`src/sv/wsmc_pkg.sv`:
```
// Shared types and constants for the wafer slot map classifier.
`timescale 1ns / 1ps

package wsmc_pkg;

  // Configuration port geometry and register field widths.
  localparam int unsigned CfgW    = 23;
  localparam int unsigned CfgIdxW = 3;
  localparam int unsigned FirstW  = 23;
  localparam int unsigned PitchW  = 16;
  localparam int unsigned SlotW   = 6;
  localparam int unsigned StateW  = 3;
  // T +/- Mt needs one sign bit and one carry bit above the 16-bit fields.
  localparam int unsigned ThickW  = 18;
  // Window offsets relative to a slot base, including the minus-pitch set.
  localparam int unsigned OffW    = 19;

  localparam int unsigned MaxSlots   = 32;
  localparam int unsigned QueueDepth = 2;

  localparam logic [FirstW-1:0] FirstReset   = 23'd2000;
  localparam logic [PitchW-1:0] PitchReset   = 16'd1000;
  localparam logic [PitchW-1:0] ThickReset   = 16'd100;
  localparam logic [PitchW-1:0] TMarginReset = 16'd10;
  localparam logic [PitchW-1:0] PMarginReset = 16'd10;
  localparam logic [SlotW-1:0]  CountReset   = 6'd25;

  typedef enum logic [CfgIdxW-1:0] {
    CfgFirst   = 3'd0,
    CfgPitch   = 3'd1,
    CfgThick   = 3'd2,
    CfgTMargin = 3'd3,
    CfgPMargin = 3'd4,
    CfgCount   = 3'd5
  } cfg_idx_e;

  typedef enum logic [StateW-1:0] {
    SlotEmpty  = 3'd0,
    SlotSingle = 3'd1,
    SlotDouble = 3'd2,
    SlotCross  = 3'd3,
    SlotThin   = 3'd4
  } slot_state_e;

  // Offsets added to a slot base to form the four window thresholds.
  typedef struct packed {
    logic signed [OffW-1:0] hh;  // T + Mt
    logic signed [OffW-1:0] hl;  // T - Mt
    logic signed [OffW-1:0] lh;  // + Mp
    logic signed [OffW-1:0] ll;  // - Mp
  } win_off_t;

  // Registered configuration, with the derived sums already formed.
  typedef struct packed {
    logic [FirstW-1:0]        first;
    logic [PitchW-1:0]        pitch;
    logic [SlotW-1:0]         count;
    logic signed [ThickW-1:0] tpm;
    logic signed [ThickW-1:0] tmm;
    win_off_t                 cur;
    win_off_t                 nxt;
  } cfg_t;

endpackage

```
`src/sv/wsmc_if.sv`:
```
// Valid/ready channel interfaces for edge pairs and slot results.
`timescale 1ns / 1ps

interface wsmc_pair_if #(
  parameter int unsigned POSITION_WIDTH = 24
) ();
  logic                             valid;
  logic                             ready;
  logic signed [POSITION_WIDTH-1:0] upper_edge;
  logic signed [POSITION_WIDTH-1:0] lower_edge;
  logic                             last_pair;

  modport source (output valid, output upper_edge, output lower_edge, output last_pair,
                  input ready);
  modport sink (input valid, input upper_edge, input lower_edge, input last_pair,
                output ready);
endinterface

interface wsmc_slot_if ();
  import wsmc_pkg::*;

  logic              valid;
  logic              ready;
  logic [SlotW-1:0]  slot_number;
  slot_state_e       slot_state;
  logic              map_done;

  modport source (output valid, output slot_number, output slot_state, output map_done,
                  input ready);
  modport sink (input valid, input slot_number, input slot_state, input map_done,
                output ready);
endinterface

```
`src/sv/wsmc_queue.sv`:
```
// Small register FIFO that decouples the pair front end from the slot sequencer.
`timescale 1ns / 1ps

module wsmc_queue #(
  parameter int unsigned Width = 8,
  parameter int unsigned Depth = 2,
  localparam int unsigned PtrW = (Depth > 1) ? $clog2(Depth) : 1,
  localparam int unsigned CntW = $clog2(Depth + 1)
) (
  input  logic             clk_i,
  input  logic             rst_ni,
  input  logic             push_i,
  input  logic [Width-1:0] data_i,
  output logic             full_o,
  input  logic             pop_i,
  output logic [Width-1:0] data_o,
  output logic             valid_o
);

  logic [Width-1:0] mem_q [Depth];
  logic [PtrW-1:0]  wr_ptr_q, wr_ptr_d;
  logic [PtrW-1:0]  rd_ptr_q, rd_ptr_d;
  logic [CntW-1:0]  cnt_q, cnt_d;
  logic             do_push, do_pop;

  assign full_o  = (cnt_q == CntW'(Depth));
  assign valid_o = (cnt_q != '0);
  assign data_o  = mem_q[rd_ptr_q];

  assign do_push = push_i && !full_o;
  assign do_pop  = pop_i && valid_o;

  always_comb begin
    wr_ptr_d = wr_ptr_q;
    rd_ptr_d = rd_ptr_q;
    cnt_d    = cnt_q;
    if (do_push) begin
      wr_ptr_d = (wr_ptr_q == PtrW'(Depth - 1)) ? '0 : wr_ptr_q + PtrW'(1);
    end
    if (do_pop) begin
      rd_ptr_d = (rd_ptr_q == PtrW'(Depth - 1)) ? '0 : rd_ptr_q + PtrW'(1);
    end
    if (do_push && !do_pop) begin
      cnt_d = cnt_q + CntW'(1);
    end else if (do_pop && !do_push) begin
      cnt_d = cnt_q - CntW'(1);
    end
  end

  always_ff @(posedge clk_i or negedge rst_ni) begin
    if (!rst_ni) begin
      wr_ptr_q <= '0;
      rd_ptr_q <= '0;
      cnt_q    <= '0;
    end else begin
      wr_ptr_q <= wr_ptr_d;
      rd_ptr_q <= rd_ptr_d;
      cnt_q    <= cnt_d;
    end
  end

  always_ff @(posedge clk_i) begin
    if (do_push) begin
      mem_q[wr_ptr_q] <= data_i;
    end
  end

endmodule

```
`src/sv/wsmc_front.sv`:
```
// Front end: takes edge pairs, forms the thickness class and pushes them into the queue.
`timescale 1ns / 1ps

module wsmc_front #(
  parameter int unsigned POSITION_WIDTH = 24,
  localparam int unsigned EntryW = 2 * POSITION_WIDTH + 4
) (
  input  logic                clk_i,
  input  logic                rst_ni,
  wsmc_pair_if.sink           pair_i,
  input  wsmc_pkg::cfg_t      cfg_i,
  input  logic                q_full_i,
  output logic                q_push_o,
  output logic [EntryW-1:0]   q_data_o
);
  import wsmc_pkg::*;

  localparam int unsigned DiffW = POSITION_WIDTH + 1;
  localparam int unsigned CmpW  = POSITION_WIDTH + 2;

  logic                             s1_valid_q;
  logic signed [POSITION_WIDTH-1:0] s1_up_q;
  logic signed [POSITION_WIDTH-1:0] s1_lo_q;
  logic                             s1_last_q;
  logic signed [DiffW-1:0]          s1_diff_q;

  logic                             accept;
  logic signed [CmpW-1:0]           diff_x, tpm_x, tmm_x;
  slot_state_e                      thick;

  assign pair_i.ready = !s1_valid_q || !q_full_i;
  assign accept       = pair_i.valid && pair_i.ready;
  assign q_push_o     = s1_valid_q && !q_full_i;

  // Thickness is independent of the slot, so it is settled here once per pair.
  always_comb begin
    diff_x = CmpW'(s1_diff_q);
    tpm_x  = CmpW'(cfg_i.tpm);
    tmm_x  = CmpW'(cfg_i.tmm);
    if (diff_x > tpm_x) begin
      thick = SlotDouble;
    end else if (diff_x < tmm_x) begin
      thick = SlotThin;
    end else begin
      thick = SlotSingle;
    end
  end

  assign q_data_o = {s1_up_q, s1_lo_q, s1_last_q, thick};

  always_ff @(posedge clk_i or negedge rst_ni) begin
    if (!rst_ni) begin
      s1_valid_q <= 1'b0;
    end else if (accept) begin
      s1_valid_q <= 1'b1;
    end else if (q_push_o) begin
      s1_valid_q <= 1'b0;
    end
  end

  always_ff @(posedge clk_i) begin
    if (accept) begin
      s1_up_q   <= pair_i.upper_edge;
      s1_lo_q   <= pair_i.lower_edge;
      s1_last_q <= pair_i.last_pair;
      s1_diff_q <= $signed({pair_i.upper_edge[POSITION_WIDTH-1], pair_i.upper_edge})
                 - $signed({pair_i.lower_edge[POSITION_WIDTH-1], pair_i.lower_edge});
    end
  end

endmodule

```
`src/sv/wsmc_back.sv`:
```
// Back end: walks the slots for each queued pair and issues slot results.
`timescale 1ns / 1ps

module wsmc_back #(
  parameter int unsigned POSITION_WIDTH = 24,
  localparam int unsigned EntryW = 2 * POSITION_WIDTH + 4
) (
  input  logic              clk_i,
  input  logic              rst_ni,
  input  wsmc_pkg::cfg_t    cfg_i,
  input  logic              q_valid_i,
  input  logic [EntryW-1:0] q_data_i,
  output logic              q_pop_o,
  wsmc_slot_if.source       slot_o
);
  import wsmc_pkg::*;

  // Wide enough for any slot base plus offsets and any sign-extended edge.
  localparam int unsigned CW    = ((POSITION_WIDTH > 25) ? POSITION_WIDTH : 25) + 1;
  localparam int unsigned ProdW = PitchW + SlotW;

  typedef enum logic [2:0] {
    SIdle, SMul, SBase, SThr, SCls, SCross, SLast
  } state_e;

  typedef enum logic [2:0] {
    WinLl, WinLi, WinHi, WinHh, WinGap
  } win_e;

  typedef struct packed {
    logic signed [CW-1:0] hh;
    logic signed [CW-1:0] hl;
    logic signed [CW-1:0] lh;
    logic signed [CW-1:0] ll;
  } thr_t;

  function automatic thr_t thresholds(input logic signed [CW-1:0] b, input win_off_t o);
    thr_t r;
    r.hh = b + CW'($signed(o.hh));
    r.hl = b + CW'($signed(o.hl));
    r.lh = b + CW'($signed(o.lh));
    r.ll = b + CW'($signed(o.ll));
    return r;
  endfunction

  // Windows are tried high-high, high-in, low-in, low-low; the rest is a gap.
  function automatic win_e window(input logic signed [CW-1:0] p, input thr_t t);
    logic signed [CW-1:0] hh, hl, lh, ll;
    win_e                 w;
    hh = $signed(t.hh);
    hl = $signed(t.hl);
    lh = $signed(t.lh);
    ll = $signed(t.ll);
    if (p > hh) begin
      w = WinHh;
    end else if (p > hl && p < hh) begin
      w = WinHi;
    end else if (p > ll && p < lh) begin
      w = WinLi;
    end else if (p < ll) begin
      w = WinLl;
    end else begin
      w = WinGap;
    end
    return w;
  endfunction

  state_e                           state_q, state_d;
  logic signed [POSITION_WIDTH-1:0] up_q, up_d;
  logic signed [POSITION_WIDTH-1:0] lo_q, lo_d;
  logic                             last_q, last_d;
  slot_state_e                      thick_q, thick_d;
  logic [SlotW-1:0]                 done_q, done_d;
  logic [ProdW-1:0]                 prod_q, prod_d;
  logic signed [CW-1:0]             base_q, base_d;
  thr_t                             cur_q, cur_d;
  thr_t                             nxt_q, nxt_d;
  logic                             out_valid_q, out_valid_d;
  logic [SlotW-1:0]                 out_num_q, out_num_d;
  slot_state_e                      out_state_q, out_state_d;
  logic                             out_done_q, out_done_d;

  logic [SlotW-1:0]     slot, slot_m1;
  logic                 more, out_free, emit;
  slot_state_e          code;
  logic signed [CW-1:0] up_x, lo_x;
  win_e                 wu, wl, wn;
  logic                 upper_ok, both_low, pass_next;
  state_e               finish_state;

  assign slot     = cfg_i.count - done_q;
  assign slot_m1  = slot - SlotW'(1);
  assign more     = (done_q < cfg_i.count);
  assign out_free = !out_valid_q || slot_o.ready;

  assign up_x = CW'(up_q);
  assign lo_x = CW'(lo_q);
  assign wu   = window(up_x, cur_q);
  assign wl   = window(lo_x, cur_q);
  assign wn   = window(lo_x, nxt_q);

  assign upper_ok     = (wu != WinLl) && (wu != WinLi);
  assign both_low     = (wu == WinLl) && (wl == WinLl);
  assign pass_next    = (wn != WinLl) && (wn != WinLi);
  assign finish_state = last_q ? SLast : SIdle;

  always_comb begin
    state_d     = state_q;
    up_d        = up_q;
    lo_d        = lo_q;
    last_d      = last_q;
    thick_d     = thick_q;
    done_d      = done_q;
    prod_d      = prod_q;
    base_d      = base_q;
    cur_d       = cur_q;
    nxt_d       = nxt_q;
    out_valid_d = out_valid_q && !slot_o.ready;
    out_num_d   = out_num_q;
    out_state_d = out_state_q;
    out_done_d  = out_done_q;
    q_pop_o     = 1'b0;
    emit        = 1'b0;
    code        = SlotEmpty;

    unique case (state_q)
      SIdle: begin
        if (q_valid_i) begin
          q_pop_o = 1'b1;
          up_d    = q_data_i[EntryW-1 -: POSITION_WIDTH];
          lo_d    = q_data_i[StateW+POSITION_WIDTH:StateW+1];
          last_d  = q_data_i[StateW];
          thick_d = slot_state_e'(q_data_i[StateW-1:0]);
          state_d = SMul;
        end
      end
      SMul: begin
        if (more) begin
          prod_d  = ProdW'(cfg_i.pitch) * ProdW'(slot_m1);
          state_d = SBase;
        end else begin
          state_d = finish_state;
        end
      end
      SBase: begin
        base_d  = $signed(CW'(cfg_i.first)) + $signed(CW'(prod_q));
        state_d = SThr;
      end
      SThr: begin
        cur_d   = thresholds(base_q, cfg_i.cur);
        nxt_d   = thresholds(base_q, cfg_i.nxt);
        state_d = SCls;
      end
      SCls: begin
        if (upper_ok && wl == WinLi) begin
          if (out_free) begin
            emit    = 1'b1;
            code    = thick_q;
            state_d = finish_state;
          end
        end else if (both_low) begin
          if (slot > SlotW'(1)) begin
            if (pass_next) begin
              if (out_free) begin
                emit    = 1'b1;
                code    = SlotCross;
                state_d = SCross;
              end
            end else if (out_free) begin
              // Slot is empty; try the same pair one slot lower.
              emit    = 1'b1;
              code    = SlotEmpty;
              base_d  = base_q - $signed(CW'(cfg_i.pitch));
              state_d = SThr;
            end
          end else if (out_free) begin
            emit    = 1'b1;
            code    = SlotCross;
            state_d = finish_state;
          end
        end else begin
          state_d = finish_state;
        end
      end
      SCross: begin
        if (out_free) begin
          emit    = 1'b1;
          code    = SlotCross;
          state_d = finish_state;
        end
      end
      SLast: begin
        if (more) begin
          if (out_free) begin
            emit = 1'b1;
            code = SlotEmpty;
          end
        end else begin
          done_d  = '0;
          state_d = SIdle;
        end
      end
      default: begin
        state_d = SIdle;
      end
    endcase

    if (emit) begin
      out_valid_d = 1'b1;
      out_num_d   = slot;
      out_state_d = code;
      out_done_d  = (({1'b0, done_q} + (SlotW + 1)'(1)) >= {1'b0, cfg_i.count});
      done_d      = done_q + SlotW'(1);
    end
  end

  always_ff @(posedge clk_i or negedge rst_ni) begin
    if (!rst_ni) begin
      state_q     <= SIdle;
      up_q        <= '0;
      lo_q        <= '0;
      last_q      <= 1'b0;
      thick_q     <= SlotEmpty;
      done_q      <= '0;
      prod_q      <= '0;
      base_q      <= '0;
      cur_q       <= '0;
      nxt_q       <= '0;
      out_valid_q <= 1'b0;
      out_num_q   <= '0;
      out_state_q <= SlotEmpty;
      out_done_q  <= 1'b0;
    end else begin
      state_q     <= state_d;
      up_q        <= up_d;
      lo_q        <= lo_d;
      last_q      <= last_d;
      thick_q     <= thick_d;
      done_q      <= done_d;
      prod_q      <= prod_d;
      base_q      <= base_d;
      cur_q       <= cur_d;
      nxt_q       <= nxt_d;
      out_valid_q <= out_valid_d;
      out_num_q   <= out_num_d;
      out_state_q <= out_state_d;
      out_done_q  <= out_done_d;
    end
  end

  assign slot_o.valid       = out_valid_q;
  assign slot_o.slot_number = out_num_q;
  assign slot_o.slot_state  = out_state_q;
  assign slot_o.map_done    = out_done_q;

endmodule

```
`src/sv/wafer_slot_map_classifier_unit.sv`:
```
// Top level of the wafer slot map classifier: configuration registers, front end, queue, back end.
`timescale 1ns / 1ps

// The unit maps a wafer carrier from mapping-sensor edge pairs. Each transfer on pair_i
// carries the upper and lower edge of one detected object; the unit walks the slots from
// the top slot down and reports each slot on slot_o as empty, single, double, cross or
// thin, counted from one at the bottom, with map_done set on the result for slot one.
// The pair that carries last_pair reports every remaining slot as empty and restarts the
// walk for the next scan; pairs arriving after the map is complete give no result. A
// front stage takes a pair and forms its thickness class, and a two-entry queue hands it
// to a slot sequencer, so the sensor side keeps transferring while results wait on
// slot_o. The sequencer takes a pair that lands on its slot through pop, slot offset
// multiply, base add, window thresholds and classification; each empty slot passed over
// repeats thresholds and classification, a second cross result has its own state, and
// the last pair reports each remaining slot, then restarts. Results leave one per cycle
// while slot_o is ready and a result is due. The user must write configuration through
// cfg_we_i, cfg_idx_i and cfg_data_i only while the unit is idle; the unit does not check.
module wafer_slot_map_classifier_unit #(
  parameter int unsigned POSITION_WIDTH = 24
) (
  input  logic                          clk_i,
  input  logic                          rst_ni,
  input  logic                          cfg_we_i,
  input  logic [wsmc_pkg::CfgIdxW-1:0]  cfg_idx_i,
  input  logic [wsmc_pkg::CfgW-1:0]     cfg_data_i,
  wsmc_pair_if.sink                     pair_i,
  wsmc_slot_if.source                   slot_o
);
  import wsmc_pkg::*;

  // One queue entry holds both edges, the last-pair flag and the thickness class.
  localparam int unsigned EntryW = 2 * POSITION_WIDTH + 4;

  // Configuration registers as written.
  logic [FirstW-1:0] first_q;
  logic [PitchW-1:0] pitch_q;
  logic [PitchW-1:0] thick_q;
  logic [PitchW-1:0] tmargin_q;
  logic [PitchW-1:0] pmargin_q;
  logic [SlotW-1:0]  count_q;

  // Derived configuration, refreshed every cycle so that no sum is formed on the fly.
  cfg_t cfg_d, cfg_q;

  logic                   q_push, q_full, q_pop, q_valid;
  logic [EntryW-1:0]      q_wdata, q_rdata;
  logic signed [ThickW-1:0] tpm, tmm;
  logic signed [OffW-1:0]   pitch_x, mp_x;

  always_ff @(posedge clk_i or negedge rst_ni) begin
    if (!rst_ni) begin
      first_q   <= FirstReset;
      pitch_q   <= PitchReset;
      thick_q   <= ThickReset;
      tmargin_q <= TMarginReset;
      pmargin_q <= PMarginReset;
      count_q   <= CountReset;
    end else if (cfg_we_i) begin
      unique case (cfg_idx_e'(cfg_idx_i))
        CfgFirst:   first_q   <= cfg_data_i[FirstW-1:0];
        CfgPitch:   pitch_q   <= cfg_data_i[PitchW-1:0];
        CfgThick:   thick_q   <= cfg_data_i[PitchW-1:0];
        CfgTMargin: tmargin_q <= cfg_data_i[PitchW-1:0];
        CfgPMargin: pmargin_q <= cfg_data_i[PitchW-1:0];
        CfgCount:   count_q   <= cfg_data_i[SlotW-1:0];
        default: ;
      endcase
    end
  end

  // The window offsets for the slot below subtract the pitch, so the sequencer can test
  // a lower edge against the next slot with the same base register.
  always_comb begin
    tpm     = $signed({2'b00, thick_q}) + $signed({2'b00, tmargin_q});
    tmm     = $signed({2'b00, thick_q}) - $signed({2'b00, tmargin_q});
    pitch_x = $signed({3'b000, pitch_q});
    mp_x    = $signed({3'b000, pmargin_q});

    cfg_d.first = first_q;
    cfg_d.pitch = pitch_q;
    cfg_d.tpm   = tpm;
    cfg_d.tmm   = tmm;

    // A slot count of zero acts as one, and one above the maximum is clamped.
    if (count_q == '0) begin
      cfg_d.count = SlotW'(1);
    end else if (count_q > SlotW'(MaxSlots)) begin
      cfg_d.count = SlotW'(MaxSlots);
    end else begin
      cfg_d.count = count_q;
    end

    cfg_d.cur.hh = OffW'(tpm);
    cfg_d.cur.hl = OffW'(tmm);
    cfg_d.cur.lh = mp_x;
    cfg_d.cur.ll = -mp_x;
    cfg_d.nxt.hh = OffW'(tpm) - pitch_x;
    cfg_d.nxt.hl = OffW'(tmm) - pitch_x;
    cfg_d.nxt.lh = mp_x - pitch_x;
    cfg_d.nxt.ll = -mp_x - pitch_x;
  end

  always_ff @(posedge clk_i) begin
    cfg_q <= cfg_d;
  end

  wsmc_front #(
    .POSITION_WIDTH (POSITION_WIDTH)
  ) u_front (
    .clk_i    (clk_i),
    .rst_ni   (rst_ni),
    .pair_i   (pair_i),
    .cfg_i    (cfg_q),
    .q_full_i (q_full),
    .q_push_o (q_push),
    .q_data_o (q_wdata)
  );

  wsmc_queue #(
    .Width (EntryW),
    .Depth (QueueDepth)
  ) u_queue (
    .clk_i   (clk_i),
    .rst_ni  (rst_ni),
    .push_i  (q_push),
    .data_i  (q_wdata),
    .full_o  (q_full),
    .pop_i   (q_pop),
    .data_o  (q_rdata),
    .valid_o (q_valid)
  );

  wsmc_back #(
    .POSITION_WIDTH (POSITION_WIDTH)
  ) u_back (
    .clk_i     (clk_i),
    .rst_ni    (rst_ni),
    .cfg_i     (cfg_q),
    .q_valid_i (q_valid),
    .q_data_i  (q_rdata),
    .q_pop_o   (q_pop),
    .slot_o    (slot_o)
  );

endmodule

```
`src/flat_wrapper.sv`:
```
// flat-port wrapper written by rule: the top's interface ports become plain ports
module wafer_slot_map_classifier_unit_flat import wsmc_pkg::*;
#(
  parameter int unsigned POSITION_WIDTH = 24
)
  (clk_i, rst_ni, cfg_we_i, cfg_idx_i, cfg_data_i, pair_i_valid, pair_i_upper_edge, pair_i_lower_edge, pair_i_last_pair, pair_i_ready, slot_o_valid, slot_o_slot_number, slot_o_slot_state, slot_o_map_done, slot_o_ready);
  wsmc_pair_if #(.POSITION_WIDTH(POSITION_WIDTH)) pair_i_i ();
  wsmc_slot_if slot_o_i ();
  input  logic clk_i;
  input  logic rst_ni;
  input  logic cfg_we_i;
  input  logic [wsmc_pkg::CfgIdxW-1:0] cfg_idx_i;
  input  logic [wsmc_pkg::CfgW-1:0] cfg_data_i;
  input wire logic [$bits(pair_i_i.valid)-1:0] pair_i_valid;
  input wire logic [$bits(pair_i_i.upper_edge)-1:0] pair_i_upper_edge;
  input wire logic [$bits(pair_i_i.lower_edge)-1:0] pair_i_lower_edge;
  input wire logic [$bits(pair_i_i.last_pair)-1:0] pair_i_last_pair;
  output wire logic [$bits(pair_i_i.ready)-1:0] pair_i_ready;
  output wire logic [$bits(slot_o_i.valid)-1:0] slot_o_valid;
  output wire logic [$bits(slot_o_i.slot_number)-1:0] slot_o_slot_number;
  output wire logic [$bits(slot_o_i.slot_state)-1:0] slot_o_slot_state;
  output wire logic [$bits(slot_o_i.map_done)-1:0] slot_o_map_done;
  input wire logic [$bits(slot_o_i.ready)-1:0] slot_o_ready;
  assign pair_i_i.valid = pair_i_valid;
  assign pair_i_i.upper_edge = pair_i_upper_edge;
  assign pair_i_i.lower_edge = pair_i_lower_edge;
  assign pair_i_i.last_pair = pair_i_last_pair;
  assign pair_i_ready = pair_i_i.ready;
  assign slot_o_valid = slot_o_i.valid;
  assign slot_o_slot_number = slot_o_i.slot_number;
  assign slot_o_slot_state = slot_o_i.slot_state;
  assign slot_o_map_done = slot_o_i.map_done;
  assign slot_o_i.ready = slot_o_ready;
  wafer_slot_map_classifier_unit #(.POSITION_WIDTH(POSITION_WIDTH)) u_core (.clk_i(clk_i), .rst_ni(rst_ni), .cfg_we_i(cfg_we_i), .cfg_idx_i(cfg_idx_i), .cfg_data_i(cfg_data_i), .pair_i(pair_i_i), .slot_o(slot_o_i));
endmodule
```
`config.mk`:
```
export PLATFORM = sky130hd
export DESIGN_NAME = wafer_slot_map_classifier_unit_flat
export DESIGN_NICKNAME = d
export VERILOG_FILES = /design/src/sv/wsmc_pkg.sv /design/src/sv/wsmc_if.sv /design/src/sv/wsmc_queue.sv /design/src/sv/wsmc_front.sv /design/src/sv/wsmc_back.sv /design/src/sv/wafer_slot_map_classifier_unit.sv /design/src/flat_wrapper.sv
export SDC_FILE = /design/constraint.sdc
export NUM_CORES = 2
export LEC_CHECK = 0
export ABC_AREA = 1
export BUFFER_PORTS_ARGS = -buffer_cell sky130_fd_sc_hd__buf_2
export CORE_UTILIZATION = 65
export DETAILED_ROUTE_END_ITERATION = 6
export HOLD_SLACK_MARGIN = 0.02
export PLACE_DENSITY = 0.85
export SKIP_LAST_GASP = 1
export SLEW_MARGIN = 20
export SYNTH_ARGS = -nofsm -noshare
export SYNTH_HDL_FRONTEND = slang
export SYNTH_SLANG_ARGS = --single-unit
```
`constraint.sdc`:
```
create_clock -name clk_i -period 8 [get_ports clk_i]
set_clock_uncertainty 0.2 [all_clocks]
set_input_delay 1.2 -clock clk_i [delete_from_list [all_inputs] [get_ports clk_i]]
set_output_delay 1.2 -clock clk_i [all_outputs]
set_load 0.05 [all_outputs]
```
==> summary by stage <==
Yosys
The fraction of registers with async set or reset after synthesis is 54.0%. After synthesis, the share of cell area in mux cells is 0.163%. The number of distinct standard cells referenced by the synthesized netlist is 57. The post-synthesis register bit count is 785. Summing the areas of all compound-gate instances in the mapped netlist gives 14.3% of the synthesized area. The combined area of all synthesized cells is 54500 µm².

The synthesized netlist devotes 19.6% of its cell area to adder and majority cells. The synthesized-area fraction occupied by xor and xnor cells is 4.27%. The average size of a mapped cell is 8.05 µm². The cell accounting for the most synthesized area is sky130_fd_sc_hd__dfrtp_1. The register area share after synthesis is 36.0%.

After Yosys synthesis, and, or, nand and nor cells account for 18.3% of the synthesized area. The number of nets in the synthesized netlist is 7664. Counting flops with a built-in enable in the synthesized netlist gives 178. The most used flip-flop cell after synthesis is sky130_fd_sc_hd__dfrtp_1. By area, the combinational part of the netlist is dominated by adder cells. After synthesis, the largest area contributor takes up 18.4% of total cell area. The synthesized instance count is 6774. Ranked by total cell area, the synthesized netlist is headed by sky130_fd_sc_hd__dfrtp_1, sky130_fd_sc_hd__ha_1, sky130_fd_sc_hd__nand2_1. The dominant cell by count in the synthesized netlist is sky130_fd_sc_hd__nand2_1.

After synthesis, the most frequently instantiated cells are sky130_fd_sc_hd__nand2_1, sky130_fd_sc_hd__inv_1, sky130_fd_sc_hd__ha_1. The Yosys step of the flow raised 0 warnings.

Placement
The sum of net half-perimeters after detailed placement is 138000 µm. Buffers placed on the I/O ports in this run total 91. The placed cell area is 56300 µm². At the end of routability-driven placement, the weighted congestion stood at 1.05.

Min path
The instance count along the most critical hold path is 0. The classification of the worst-slack hold path is reg -> reg. The beginning of the worst hold path is u_core.first_q[3]. The path with the worst hold slack has its endpoint at u_core.cfg_q[213].

Cells and area
The multi-input combinational cells in the finished layout cover a total of 30900 µm². At the end of the flow, the number of nets in the layout was 7772. From synthesis to final layout, the design area changed by 8.90%.

The ratio of cells with drive above 1 in the final layout is 5.15%. In the final layout, flip-flops and latches occupy 19600 µm². Once layout is complete, the utilization of the core stands at 72.0%. The final design instance area without fill is 59400 µm². The number of fill cells in the layout is 6470.

GRT
The global-route congestion overflow total is 0. The number of global-route vias before repair was 45.9k. The first global-routing pass estimated 270000 µm of wire. Entering global routing, the biggest net connects 146 pins. The initial antenna violation count is 5. Across every metal layer, demand over resource in global routing totals 41.7%.

Setup path
On the critical path, the stage with the largest delay is an instance of sky130_fd_sc_hd__xor2_1. Data on the critical path is required at its endpoint by 8.34 ns. The arrival time at the worst endpoint is 7.21 ns. By startpoint and endpoint, the worst setup path is classified as reg -> reg. The critical path contains buffers and inverters numbering 4 combined.

The worst setup path is launched from a flip-flop. The register-to-register setup slack is 1.14 ns. Among cell families on the critical path, the largest total delay comes from adder cells. The worst register-to-register path ends at u_core.u_back.prod_q[19]. For this run, the slowest stage of the critical path takes 0.57 ns. The origin of the critical flop-to-flop path is u_core.u_back.done_q[2].

The depth of the worst register-to-register path is 32. The largest driver fanout on the critical path is 6. The cell occurring most often along the worst timing path is sky130_fd_sc_hd__nand2_1.

The type of destination of the critical path is a flip-flop.

Clock network
The cts-stage hold buffer count is 0. Clock-pin slew was measured on the worst setup and hold paths at 0.06 ns. The clock sink count is 785. The clock latency at the later pin of the worst-skew pair is 0.68 ns. The quantity of gates resized following cts is 0.

The clock tree root buffer cell is sky130_fd_sc_hd__clkbuf_16. TritonCTS created 86 clock buffers. In this run the deepest clock path goes through 3 buffers.

The H-tree was split into 3 levels. The post-CTS setup repair buffer count is 0. TritonCTS built the clock tree.

Timing
After layout, the worst path uses 85.8% of the clock period. The summed negative setup slack over all endpoints is 0 ns. For the pin with the worst max-slew slack, the measured transition is 1.35 ns. The maximum clock frequency is 0.146 GHz. Setup violations remaining at the end of the flow were counted as 0.

The count of pins over their slew limit was 0. The final critical path time including I/O delays and setup is 6.86 ns. Setup repair after global routing left no endpoint under its margin. Measured against its own limit, the worst slew margin works out to 8.77%.

The worst hold margin is 0.172 ns. The number of hold violations in the final report is 0.

Detailed routing
The first routing iteration left 4995 violations. The first-pass iteration count of the detailed router is 7. After detailed routing, the number of remaining DRC violations is 2. Once detail routing completed, the nets flagged for antenna violations numbered 0. The routed length per placed instance is 22.2 µm. Wires add up to 178000 µm.

The routed via count is 48.7k. The number of vias per cell is 6.07.

Run status
The run finished, with violations left. The checks that failed: design-rule violations.

Die
The initial utilization of the core area, before any placement, comes to 66.1%. In this run the horizontal extent of the chip is 292 µm. The die covers 85100 µm². The floorplan step set the die height to 292 µm. The number of placement rows is 105.

In this run the count of I/O pins placed on the die edge is 92. The core region is 82500 µm².

Job
Across the run, the number of max-cap violations was 0.
==> metrics by stage <==
step,setup slack (ns),cells
finish,1.14,8030
global route,0.576,8026
CTS,1.20,8026
detailed placement,1.25,7864
global placement,1.28,7864
floorplan,2.17,6774
==> kinds of logic (layout without fill, tap and decap cells) <==
| kind of cell | count (synthesis) | count (layout) |
|---|---|---|
| and+or+nand+nor | 2399 | 2399 |
| AOI/OAI and AO/OA | 1438 | 1438 |
| buffers and inverters | 1068 | 1250 |
| adders and majority gates | 810 | 810 |
| DFF | 785 | 785 |
| xor gates and xnor gates | 266 | 266 |
| muxes | 8 | 8 |
| other | 0 | 4 |
==> layout make-up <==
class / count / area share (%)
multi-input cells: 4921 / 52.0
repair buffers: 141 / 1.46
clock inverters: 47 / 1.09
well taps: 1070 / 2.25
clock buffers: 115 / 4.08
inverters: 947 / 5.99
diodes: 4 / 0.0168
flip-flops and latches: 785 / 33.1
==> worst reg2reg max path: cells and delay by family (launching register included) <==
kind | cells | cell delay [ns]
flops | 1 | 0.43
compound gates | 7 | 1.13
xor+xnor | 2 | 1.01
simple gates | 14 | 1.34
fa+ha+maj | 5 | 2.36
buf+inv | 4 | 0.31
==> sequential cells by signal (all words and copies together) (netlist names), 25 cells and up <==
name	count
u_core.u_front.s1_diff_q	25
u_core.u_queue.mem_q	104
u_core.u_back.nxt_q	103
u_core.cfg_q	183
u_core.u_back.base_q	26
u_core.u_back.cur_q	103
==> worst max path at each step <==
stage / start / end / cells past startpoint
floorplan: u_core.u_back.done_q[0] / u_core.u_back.prod_q[19] / 27
global placement: u_core.u_back.done_q[0] / u_core.u_back.prod_q[19] / 31
detailed placement: u_core.u_back.done_q[0] / u_core.u_back.prod_q[19] / 30
CTS: u_core.u_back.done_q[0] / u_core.u_back.prod_q[19] / 30
global route: u_core.u_back.done_q[2] / u_core.u_back.prod_q[19] / 33
finish: u_core.u_back.done_q[2] / u_core.u_back.prod_q[19] / 32
==> routing by layer <==
metal / track usage [%] / share of wire (%)
met5: 0 / 0.0073
met4: 19.1 / 5.2
met3: 7.07 / 9.8
met2: 63.6 / 43
met1: 58.2 / 42
==> cell usage in the layout (no fill, tap or decap), types with 75 or more instances in the layout <==
| cell | n |
|---|---|
| sky130_fd_sc_hd__o21ai_0 | 640 |
| sky130_fd_sc_hd__dfrtp_1 | 401 |
| sky130_fd_sc_hd__edfxtp_1 | 178 |
| sky130_fd_sc_hd__ha_1 | 735 |
| sky130_fd_sc_hd__buf_2 | 90 |
| sky130_fd_sc_hd__xnor2_1 | 101 |
| sky130_fd_sc_hd__xor2_1 | 164 |
| sky130_fd_sc_hd__nor2_1 | 375 |
| sky130_fd_sc_hd__nand2_1 | 1499 |
| sky130_fd_sc_hd__clkbuf_16 | 88 |
| sky130_fd_sc_hd__nand3_1 | 261 |
| sky130_fd_sc_hd__fa_1 | 75 |
| sky130_fd_sc_hd__a21oi_1 | 518 |
| sky130_fd_sc_hd__nand4_1 | 94 |
| sky130_fd_sc_hd__inv_1 | 942 |
| sky130_fd_sc_hd__dfxtp_1 | 183 |
Power is left out: the tool's default activity adds up to more than one toggle a clock period on the data nets, which glitch-free logic cannot reach.
